===== config.mk =====
export PLATFORM = sky130hd
export DESIGN_NAME = clock_alarm_countdown_controller_core
export DESIGN_NICKNAME = d
export VERILOG_FILES = /design/src/rtl/cacc_pkg.sv /design/src/rtl/clock_alarm_countdown_controller_core.sv
export VERILOG_INCLUDE_DIRS = /design/src /design/src/rtl
export SDC_FILE = /design/constraint.sdc
export NUM_CORES = 1
export LEC_CHECK = 0
export BUFFER_PORTS_ARGS = -buffer_cell sky130_fd_sc_hd__buf_2
export CAP_MARGIN = 0
export CORE_AREA = 3 3 113 115
export CTS_BUF_LIST = sky130_fd_sc_hd__clkbuf_8
export DETAILED_ROUTE_END_ITERATION = 7
export DIE_AREA = 0 0 116 118
export PLACE_DENSITY = 0.73
export SYNTH_ARGS = -nofsm -noshare
export SYNTH_HDL_FRONTEND = slang
export SYNTH_SLANG_ARGS = --single-unit

===== constraint.sdc =====
create_clock -name clk -period 5.35 [get_ports clk]
set_input_delay 0.2675 -clock clk [delete_from_list [all_inputs] [get_ports clk]]
set_output_delay 0.2675 -clock clk [all_outputs]
set_load 0.05 [all_outputs]

===== src/rtl/assert_macros.svh =====
// Assertion macros for the RTL modules.
// Needs a clock named clk and an active-low reset named rst_n in the including scope.
`ifndef ASSERT_MACROS_SVH
`define ASSERT_MACROS_SVH

// Clocked check, off while in reset.
`define ASSERT_CLK(label, prop, msg) \
    label: assert property (@(posedge clk) disable iff (!rst_n) (prop)) else $error(msg);

// Clocked implication, off while in reset.
`define ASSERT_IMPL(label, ante, cons, msg) \
    label: assert property (@(posedge clk) disable iff (!rst_n) (ante) |-> (cons)) \
        else $error(msg);

// Next-cycle implication, off while in reset.
`define ASSERT_NEXT(label, ante, cons, msg) \
    label: assert property (@(posedge clk) disable iff (!rst_n) (ante) |=> (cons)) \
        else $error(msg);

`endif


===== src/rtl/cacc_pkg.sv =====
// Types and constants for the clock / alarm / countdown controller.
// No dependencies.
package cacc_pkg;

    typedef enum logic [1:0] {
        MODE_TOD   = 2'd0,
        MODE_CNTDN = 2'd1,
        MODE_ALM   = 2'd2,
        MODE_CAL   = 2'd3
    } mode_t;

    typedef enum logic [2:0] {
        REQ_TICK   = 3'd0,
        REQ_MODE   = 3'd1,
        REQ_SET    = 3'd2,
        REQ_START  = 3'd3,
        REQ_TOGGLE = 3'd4,
        REQ_POT    = 3'd5
    } req_t;

    localparam logic [4:0] TOD_HOURS_RESET = 5'd12;
    localparam logic [4:0] HOUR_MAX        = 5'd23;
    localparam logic [5:0] MINSEC_MAX      = 6'd59;
    localparam logic [3:0] RING_RESET      = 4'd5;

endpackage


===== src/rtl/clock_alarm_countdown_controller_core.sv =====
// Clock / alarm / countdown controller core; depends on cacc_pkg and assert_macros.svh.
// An accepted input item is held in the input register, then passes to the result register;
// the event logic is one pass between the two registers.
// One item per cycle while results are taken; a result not yet taken stalls the input stage.
// Reset (rst_n low, async): time 12:00:00, clock mode, alarm 00:00 armed, countdown 00:00
// stopped, buzzer off, ring length 5, both stages empty.
`include "assert_macros.svh"

module clock_alarm_countdown_controller_core
    import cacc_pkg::*;
(
    input  logic       clk,
    input  logic       rst_n,

    input  logic       cfg_valid,
    output logic       cfg_ready,
    input  logic [3:0] cfg_data,

    input  logic       in_valid,
    output logic       in_ready,
    input  logic [2:0] req_type,
    input  logic [7:0] pot_value,

    output logic       out_valid,
    input  logic       out_ready,
    output logic [1:0] mode,
    output logic [4:0] clock_hours,
    output logic [5:0] clock_minutes,
    output logic [5:0] clock_seconds,
    output logic [5:0] countdown_minutes,
    output logic [5:0] countdown_seconds,
    output logic       countdown_running,
    output logic       alarm_enabled,
    output logic [4:0] alarm_hours,
    output logic [5:0] alarm_minutes,
    output logic       buzzer_on,
    output logic [3:0] countdown_digit
);

    // input stage
    logic       in_valid_reg;
    req_t       req_reg;
    logic [7:0] pot_reg;

    // result stage and event state
    logic       out_valid_reg;
    logic [3:0] ring_len_reg;
    mode_t      mode_reg,      mode_next;
    logic [4:0] tod_hour_reg,  tod_hour_next;
    logic [5:0] tod_min_reg,   tod_min_next;
    logic [5:0] tod_sec_reg,   tod_sec_next;
    logic [4:0] al_hour_reg,   al_hour_next;
    logic [5:0] al_min_reg,    al_min_next;
    logic       al_armed_reg,  al_armed_next;
    logic [5:0] cd_min_reg,    cd_min_next;
    logic [5:0] cd_sec_reg,    cd_sec_next;
    logic       cd_run_reg,    cd_run_next;
    logic [3:0] ring_reg,      ring_next;
    logic       buzzer_reg,    buzzer_next;
    logic [3:0] digit_reg,     digit_next;

    logic        adv;
    logic        sec_wrap;
    logic        min_wrap;
    logic [5:0]  tick_sec;
    logic [5:0]  tick_min;
    logic [4:0]  tick_hour;
    logic        alarm_hit;
    logic        cd_fire;
    logic [3:0]  ring_base;
    logic [3:0]  ring_tick;
    logic        cd_nonzero;
    logic [12:0] pot_x23;
    logic [12:0] pot_sum;

    // assertion helpers
    logic        tod_ok;
    logic        alarm_ok;
    logic        digit_ok;
    logic [17:0] held_state;

    assign adv       = in_valid_reg && (!out_valid_reg || out_ready);
    assign in_ready  = !in_valid_reg || adv;
    assign cfg_ready = 1'b1;

    // Time-of-day increment.
    assign sec_wrap  = (tod_sec_reg == MINSEC_MAX);
    assign min_wrap  = sec_wrap && (tod_min_reg == MINSEC_MAX);
    assign tick_sec  = sec_wrap ? 6'd0 : tod_sec_reg + 6'd1;
    assign tick_min  = !sec_wrap ? tod_min_reg :
                       ((tod_min_reg == MINSEC_MAX) ? 6'd0 : tod_min_reg + 6'd1);
    assign tick_hour = !min_wrap ? tod_hour_reg :
                       ((tod_hour_reg == HOUR_MAX) ? 5'd0 : tod_hour_reg + 5'd1);

    assign alarm_hit = al_armed_reg && (tick_hour == al_hour_reg) &&
                       (tick_min == al_min_reg) && (tick_sec == 6'd0);
    assign cd_fire   = cd_run_reg && (cd_min_reg == 6'd0) && (cd_sec_reg == 6'd0);

    // Load and decrement land on the same tick.
    assign ring_base = (alarm_hit || cd_fire) ? ring_len_reg : ring_reg;
    assign ring_tick = (ring_base != 4'd0) ? ring_base - 4'd1 : 4'd0;

    assign cd_nonzero = (cd_min_reg != 6'd0) || (cd_sec_reg != 6'd0);

    // pot * 23 / 255: shift-add multiply, then reciprocal form of /255 (exact for every 8-bit pot value).
    assign pot_x23 = {1'b0, pot_reg, 4'd0} + {3'd0, pot_reg, 2'd0}
                   + {4'd0, pot_reg, 1'b0} + {5'd0, pot_reg};
    assign pot_sum = pot_x23 + 13'd1 + {8'd0, pot_x23[12:8]};

    always_comb
    begin
        mode_next     = mode_reg;
        tod_hour_next = tod_hour_reg;
        tod_min_next  = tod_min_reg;
        tod_sec_next  = tod_sec_reg;
        al_hour_next  = al_hour_reg;
        al_min_next   = al_min_reg;
        al_armed_next = al_armed_reg;
        cd_min_next   = cd_min_reg;
        cd_sec_next   = cd_sec_reg;
        cd_run_next   = cd_run_reg;
        ring_next     = ring_reg;

        case (req_reg)
            REQ_TICK:
            begin
                tod_hour_next = tick_hour;
                tod_min_next  = tick_min;
                tod_sec_next  = tick_sec;
                ring_next     = ring_tick;
                if (cd_run_reg)
                begin
                    if (cd_sec_reg != 6'd0)
                    begin
                        cd_sec_next = cd_sec_reg - 6'd1;
                    end
                    else if (cd_min_reg != 6'd0)
                    begin
                        cd_min_next = cd_min_reg - 6'd1;
                        cd_sec_next = MINSEC_MAX;
                    end
                    else
                    begin
                        cd_run_next = 1'b0;
                    end
                end
            end
            REQ_MODE:
            begin
                mode_next = mode_t'(mode_reg + 2'd1);
            end
            REQ_SET:
            begin
                if (mode_reg == MODE_CNTDN)
                begin
                    if (!cd_run_reg)
                    begin
                        cd_min_next = (cd_min_reg == MINSEC_MAX) ? 6'd0 : cd_min_reg + 6'd1;
                        cd_sec_next = 6'd0;
                    end
                end
                else if (mode_reg == MODE_ALM)
                begin
                    al_min_next = (al_min_reg == MINSEC_MAX) ? 6'd0 : al_min_reg + 6'd1;
                end
            end
            REQ_START:
            begin
                if (mode_reg == MODE_CNTDN && cd_nonzero)
                begin
                    cd_run_next = 1'b1;
                end
            end
            REQ_TOGGLE:
            begin
                if (mode_reg == MODE_CNTDN)
                begin
                    if (cd_nonzero || cd_run_reg)
                    begin
                        cd_run_next = !cd_run_reg;
                    end
                end
                else if (mode_reg == MODE_ALM)
                begin
                    al_armed_next = !al_armed_reg;
                end
            end
            REQ_POT:
            begin
                if (mode_reg == MODE_ALM)
                begin
                    al_hour_next = pot_sum[12:8];
                end
            end
            default:
            begin
            end
        endcase

        buzzer_next = (ring_next != 4'd0);
        if (cd_run_next && (cd_min_next == 6'd0) && (cd_sec_next inside {[6'd1:6'd9]}))
        begin
            digit_next = cd_sec_next[3:0];
        end
        else
        begin
            digit_next = 4'd0;
        end
    end

    always_ff @(posedge clk or negedge rst_n)
    begin
        if (!rst_n)
        begin
            in_valid_reg <= 1'b0;
        end
        else if (in_ready)
        begin
            in_valid_reg <= in_valid;
        end
    end

    // payload of the input stage
    always_ff @(posedge clk)
    begin
        if (in_valid && in_ready)
        begin
            req_reg <= req_t'(req_type);
            pot_reg <= pot_value;
        end
    end

    always_ff @(posedge clk or negedge rst_n)
    begin
        if (!rst_n)
        begin
            ring_len_reg <= RING_RESET;
        end
        else if (cfg_valid && cfg_ready)
        begin
            ring_len_reg <= cfg_data;
        end
    end

    always_ff @(posedge clk or negedge rst_n)
    begin
        if (!rst_n)
        begin
            out_valid_reg <= 1'b0;
            mode_reg      <= MODE_TOD;
            tod_hour_reg  <= TOD_HOURS_RESET;
            tod_min_reg   <= 6'd0;
            tod_sec_reg   <= 6'd0;
            al_hour_reg   <= 5'd0;
            al_min_reg    <= 6'd0;
            al_armed_reg  <= 1'b1;
            cd_min_reg    <= 6'd0;
            cd_sec_reg    <= 6'd0;
            cd_run_reg    <= 1'b0;
            ring_reg      <= 4'd0;
            buzzer_reg    <= 1'b0;
            digit_reg     <= 4'd0;
        end
        else
        begin
            if (adv)
            begin
                out_valid_reg <= 1'b1;
                mode_reg      <= mode_next;
                tod_hour_reg  <= tod_hour_next;
                tod_min_reg   <= tod_min_next;
                tod_sec_reg   <= tod_sec_next;
                al_hour_reg   <= al_hour_next;
                al_min_reg    <= al_min_next;
                al_armed_reg  <= al_armed_next;
                cd_min_reg    <= cd_min_next;
                cd_sec_reg    <= cd_sec_next;
                cd_run_reg    <= cd_run_next;
                ring_reg      <= ring_next;
                buzzer_reg    <= buzzer_next;
                digit_reg     <= digit_next;
            end
            else if (out_ready)
            begin
                out_valid_reg <= 1'b0;
            end
        end
    end

    // State only moves when an item is taken into the result stage, so the
    // state registers double as the held result.
    assign out_valid         = out_valid_reg;
    assign mode              = mode_reg;
    assign clock_hours       = tod_hour_reg;
    assign clock_minutes     = tod_min_reg;
    assign clock_seconds     = tod_sec_reg;
    assign countdown_minutes = cd_min_reg;
    assign countdown_seconds = cd_sec_reg;
    assign countdown_running = cd_run_reg;
    assign alarm_enabled     = al_armed_reg;
    assign alarm_hours       = al_hour_reg;
    assign alarm_minutes     = al_min_reg;
    assign buzzer_on         = buzzer_reg;
    assign countdown_digit   = digit_reg;

    assign tod_ok     = (tod_sec_reg <= MINSEC_MAX) && (tod_min_reg <= MINSEC_MAX) &&
                        (tod_hour_reg <= HOUR_MAX);
    assign alarm_ok   = (al_hour_reg <= HOUR_MAX) && (al_min_reg <= MINSEC_MAX);
    assign digit_ok   = cd_run_reg && (cd_min_reg == 6'd0) && (digit_reg == cd_sec_reg[3:0]);
    assign held_state = {mode_reg, tod_sec_reg, cd_sec_reg, ring_reg};

    `ASSERT_CLK(a_tod_range, tod_ok, "time of day out of range")
    `ASSERT_CLK(a_alarm_range, alarm_ok, "alarm setting out of range")
    `ASSERT_IMPL(a_digit_ctx, digit_reg != 4'd0, digit_ok, "digit shown outside final seconds")
    `ASSERT_NEXT(a_state_hold, !adv, $stable(held_state), "state moved without an item")
    `ASSERT_CLK(a_buzz_match, buzzer_reg == (ring_reg != 4'd0), "buzzer out of step with ring")

endmodule

==> flow_summary.ini <==
[synth]
yosys.area_share.xor_xnor_pct = 3.49
synth_cells = 611
synth-compound-area-share_pct = 18.9
synth.mux.area_fraction_pct = 4.28
synthAdderAreaFrac_pct = 11.4
synth_enable_flop_cells = 11
synth-async-reset-ratio_pct = 84.3
netlist_area_mm2 = 0.00527
avgSynthCellArea_um2 = 8.62
synthesis.yosys.warnings = 0
ys_ff_latch = 70
synthSimpleGateAreaFrac_pct = 22.4
yosysSeqAreaShare_pct = 34.4
largest_family_of_logic_cells_by_synthesized_area = simple AND/OR/NAND/NOR gates
top_reg_cell_synth = sky130_fd_sc_hd__dfrtp_1
synth_cell_types = 64
synth_fp_nets = 671

[grt]
grt_first_pass_wirelength_mm = 21.4
grt_usage_pct = 19.1
antenna_found_initial = 0
grt_start_max_net_pins = 60
overflow = 0
via_count_of_the_first_global_routing_pass = 4391

[final_layout]
final_net_count = 725
share_of_final_layout_standard_cells_stronger_than_drive_strength_1_pct = 16.1
filler_cell_count = 1145
sequential_cell_area_mm2 = 0.00181
multi_input_area_mm2 = 0.00319
antenna_cells = 0
synthToLayoutAreaGrowth_pct = 11.9
largest_reg_flops = 8

[sta]
totalNegativeSetupSlack_ns = 0
finalHoldViolCount = 0
unrepaired_setup_endpoints_after_global_routing = false
final.hold.worst_slack_ns = 0.0430
max-slew-margin-rel_pct = 44.4
max_slew.worst_pin.slew_ns = 0.833
final_min_period_over_clock_period_pct = 90.0
slew_viol_final = 0
final_period_minus_worst_setup_slack_ns = 4.81
total_of_endpoints_with_negative_setup_slack_in_the_final_report = 0
skew_ns = 0.0110
clock.fmax_mhz = 208

[floorplanning]
core_region_area_mm2 = 0.0119
rows = 40
io-pin-count = 72
die-area_mm2 = 0.0137
start_util_pct = 44.2
die_w_um = 116
floorplan.die.height_um = 118

[worst_setup_path]
origin_of_the_critical_flop_to_flop_path = pot_reg[0]$_DFFE_PP_
critical_path.startpoint_type = flip-flop
rrSetupSlack_ns = 0.54
endpoint_kind = flip-flop
crit_required_ns = 5.63
worst-r2r-cell-count = 19
critPathArrivalTime_ns = 5.09
timing.critical_path.fanout_max = 3
crit_path_end = alarm_hours[4]$_DFFE_PN0P_
worst_r2r_endpoint = alarm_hours[4]$_DFFE_PN0P_
crit_start = pot_reg[0]$_DFFE_PP_
worst_setup_path_type = reg -> reg

[clock_tree]
cts_made_buffers = 9
post_cts_clock_slew_at_the_launch_and_capture_registers_of_the_worst_setup_and_hold_paths_ns = 0.07
cts_tree = yes
cts_resized = 0
clockBufferDepth = 2
worstSkewPairLatency_ns = 0.36
postCtsSetupRepairBufs = 0
cts.htree.levels = 3
postCtsHoldBufs = 0
clockRootBuffer = sky130_fd_sc_hd__clkbuf_8
cts.sinks = 70

[run_status]
run_status = complete, no violations

[detailed_routing]
detail_route.wl_per_cell_um = 15.5
first_iter_violations = 505
routed_wl_mm = 12.7
drt-pass1-iter-count = 6
drc_errors = 0
route.antenna.remaining_nets = 0
route.vias.total = 4727
route.detailed.vias_per_inst = 5.79

[power_and_ir_drop]
totalPowerFinal_mw = 2.61
cellLeakagePower_nw = 2.71
sw_frac_of_total_pct = 48.7
power.share.combinational_pct = 50.8
clkPwrFrac_pct = 17.4
power_density_mw_per_mm2 = 442
seqPwrFrac_pct = 31.8
p_switching_mw = 1.27
power.internal_mw = 1.34
max-vdd-ir-drop_mv = 0.275

[placed_design]
place_hpwl_mm = 9.44
number_of_port_buffers = 70
place.gp.congestion = 0.885

[worst_hold_path]
hold_removal_path_class = in -> async

[run]
maxCapViolCount = 0
-- cell usage after synthesis, drive strengths merged, types with 4 or more instances --
master   number  area share [%]
fa           12             4.6
mux2i         9             1.7
nand2b        6            0.86
xor2         15             2.5
ha           28             6.7
mux2         12             2.6
and3         12             1.4
inv          39             2.8
a22o          6             1.0
nor4          9             1.1
buf           5            0.64
nand2        74             5.3
edfxtp       11             6.3
a32o          4            0.76
a21oi        24             2.3
a31oi        13             1.5
o2111ai       5            0.83
o211ai        5            0.71
clkbuf       23             1.6
nor2b         7            0.83
nand4        10             1.2
xnor2         6             1.0
o21ai        61             5.8
dfrtp        54              26
nor3         21             2.0
nor2         49             3.5
o31ai         8             1.1
dfstp         5             2.5
nand4b        7             1.4
and2          5            0.59
nand3        19             1.8
-- placed cells by master, fill, tap and decap left out, types with 13 or more instances in the layout --
master	n
sky130_fd_sc_hd__inv_1	41
sky130_fd_sc_hd__nor2_1	49
sky130_fd_sc_hd__nor3_1	21
sky130_fd_sc_hd__nand2_1	74
sky130_fd_sc_hd__ha_1	28
sky130_fd_sc_hd__a21oi_1	24
sky130_fd_sc_hd__buf_2	70
sky130_fd_sc_hd__a31oi_1	13
sky130_fd_sc_hd__xor2_1	15
sky130_fd_sc_hd__nand3_1	19
sky130_fd_sc_hd__dfrtp_1	54
sky130_fd_sc_hd__o21ai_0	61
-- cell type report --
class | instances | share of cell area [%]
clock inverters | 7 | 1.38
multi-input cells | 474 | 54.1
well taps | 147 | 3.12
flip-flops and latches | 70 | 30.8
clock buffers | 9 | 2.10
inverters | 39 | 2.48
repair buffers | 71 | 6.07
-- worst max-delay path, stage by stage, from the launching register on --
cell and delay, ns:
sky130_fd_sc_hd__edfxtp_1 0.40, sky130_fd_sc_hd__inv_1 0.11, sky130_fd_sc_hd__fa_1 0.54, sky130_fd_sc_hd__inv_1 0.06
sky130_fd_sc_hd__fa_1 0.52, sky130_fd_sc_hd__inv_1 0.06, sky130_fd_sc_hd__fa_1 0.45, sky130_fd_sc_hd__nor2b_1 0.12
sky130_fd_sc_hd__o21ai_0 0.08, sky130_fd_sc_hd__a21oi_1 0.13, sky130_fd_sc_hd__nor2_1 0.07, sky130_fd_sc_hd__o21ai_0 0.19
sky130_fd_sc_hd__xor2_1 0.30, sky130_fd_sc_hd__ha_1 0.22, sky130_fd_sc_hd__o21ai_0 0.09, sky130_fd_sc_hd__a2111oi_1 0.64
sky130_fd_sc_hd__and3_1 0.29, sky130_fd_sc_hd__o2111ai_1 0.15, sky130_fd_sc_hd__xor2_1 0.18, sky130_fd_sc_hd__o21ai_0 0.14
-- power by group through the flow --
stage	Clock, mW	Combinational [mW]	Sequential, mW
after CTS	0.469	1.32	0.822
after detailed placement	0	1.32	0.831
after floorplan	0	0.781	1.06
after global routing	0.493	1.47	0.853
after global placement	0	1.28	0.828
final	0.453	1.32	0.829
-- worst min-delay path by stage --
stage	start	end	cells past startpoint
floorplan	rst_n	alarm_hours[0]$_DFFE_PN0P_	0
global placement	req_type[1]	req_reg[1]$_DFFE_PP_	1
detailed placement	req_type[1]	req_reg[1]$_DFFE_PP_	1
CTS	req_type[0]	req_reg[0]$_DFFE_PP_	1
global route	req_type[0]	req_reg[0]$_DFFE_PP_	1
finish	rst_n	clock_hours[0]$_DFFE_PN0P_	2
-- kinds of logic after synthesis --
group | after synthesis
xor+xnor | 21
flops | 70
compound gates | 155
fa+ha+maj | 41
mux | 21
other cells | 1
buf+inv | 67
simple gates | 235
-- metrics by stage --
stage	utilization, %	worst slack (ns)	cells	cell area (µm²)
finish	49.5	0.536	817	5900
CTS	49.5	0.437	817	5890
floorplan	-	0.976	611	5270
detailed placement	47.8	0.438	801	5690
global route	49.5	0.0603	817	5900
global placement	47.8	0.722	801	5690
-- layer usage --
| metal | wire length, µm | part of all wire [%] | track usage, % | vias to the layer above |
|---|---|---|---|---|
| met3 | 831 | 6.6 | 4.52 | 21 |
| li1 | - | - | - | 2321 |
| met2 | 5720 | 45 | 28.4 | 173 |
| met1 | 5930 | 47 | 27.4 | 2212 |
| met5 | 0 | 0 | 0 | - |
| met4 | 172 | 1.4 | 5.80 | 0 |
(Power assumes the default switching activity.)
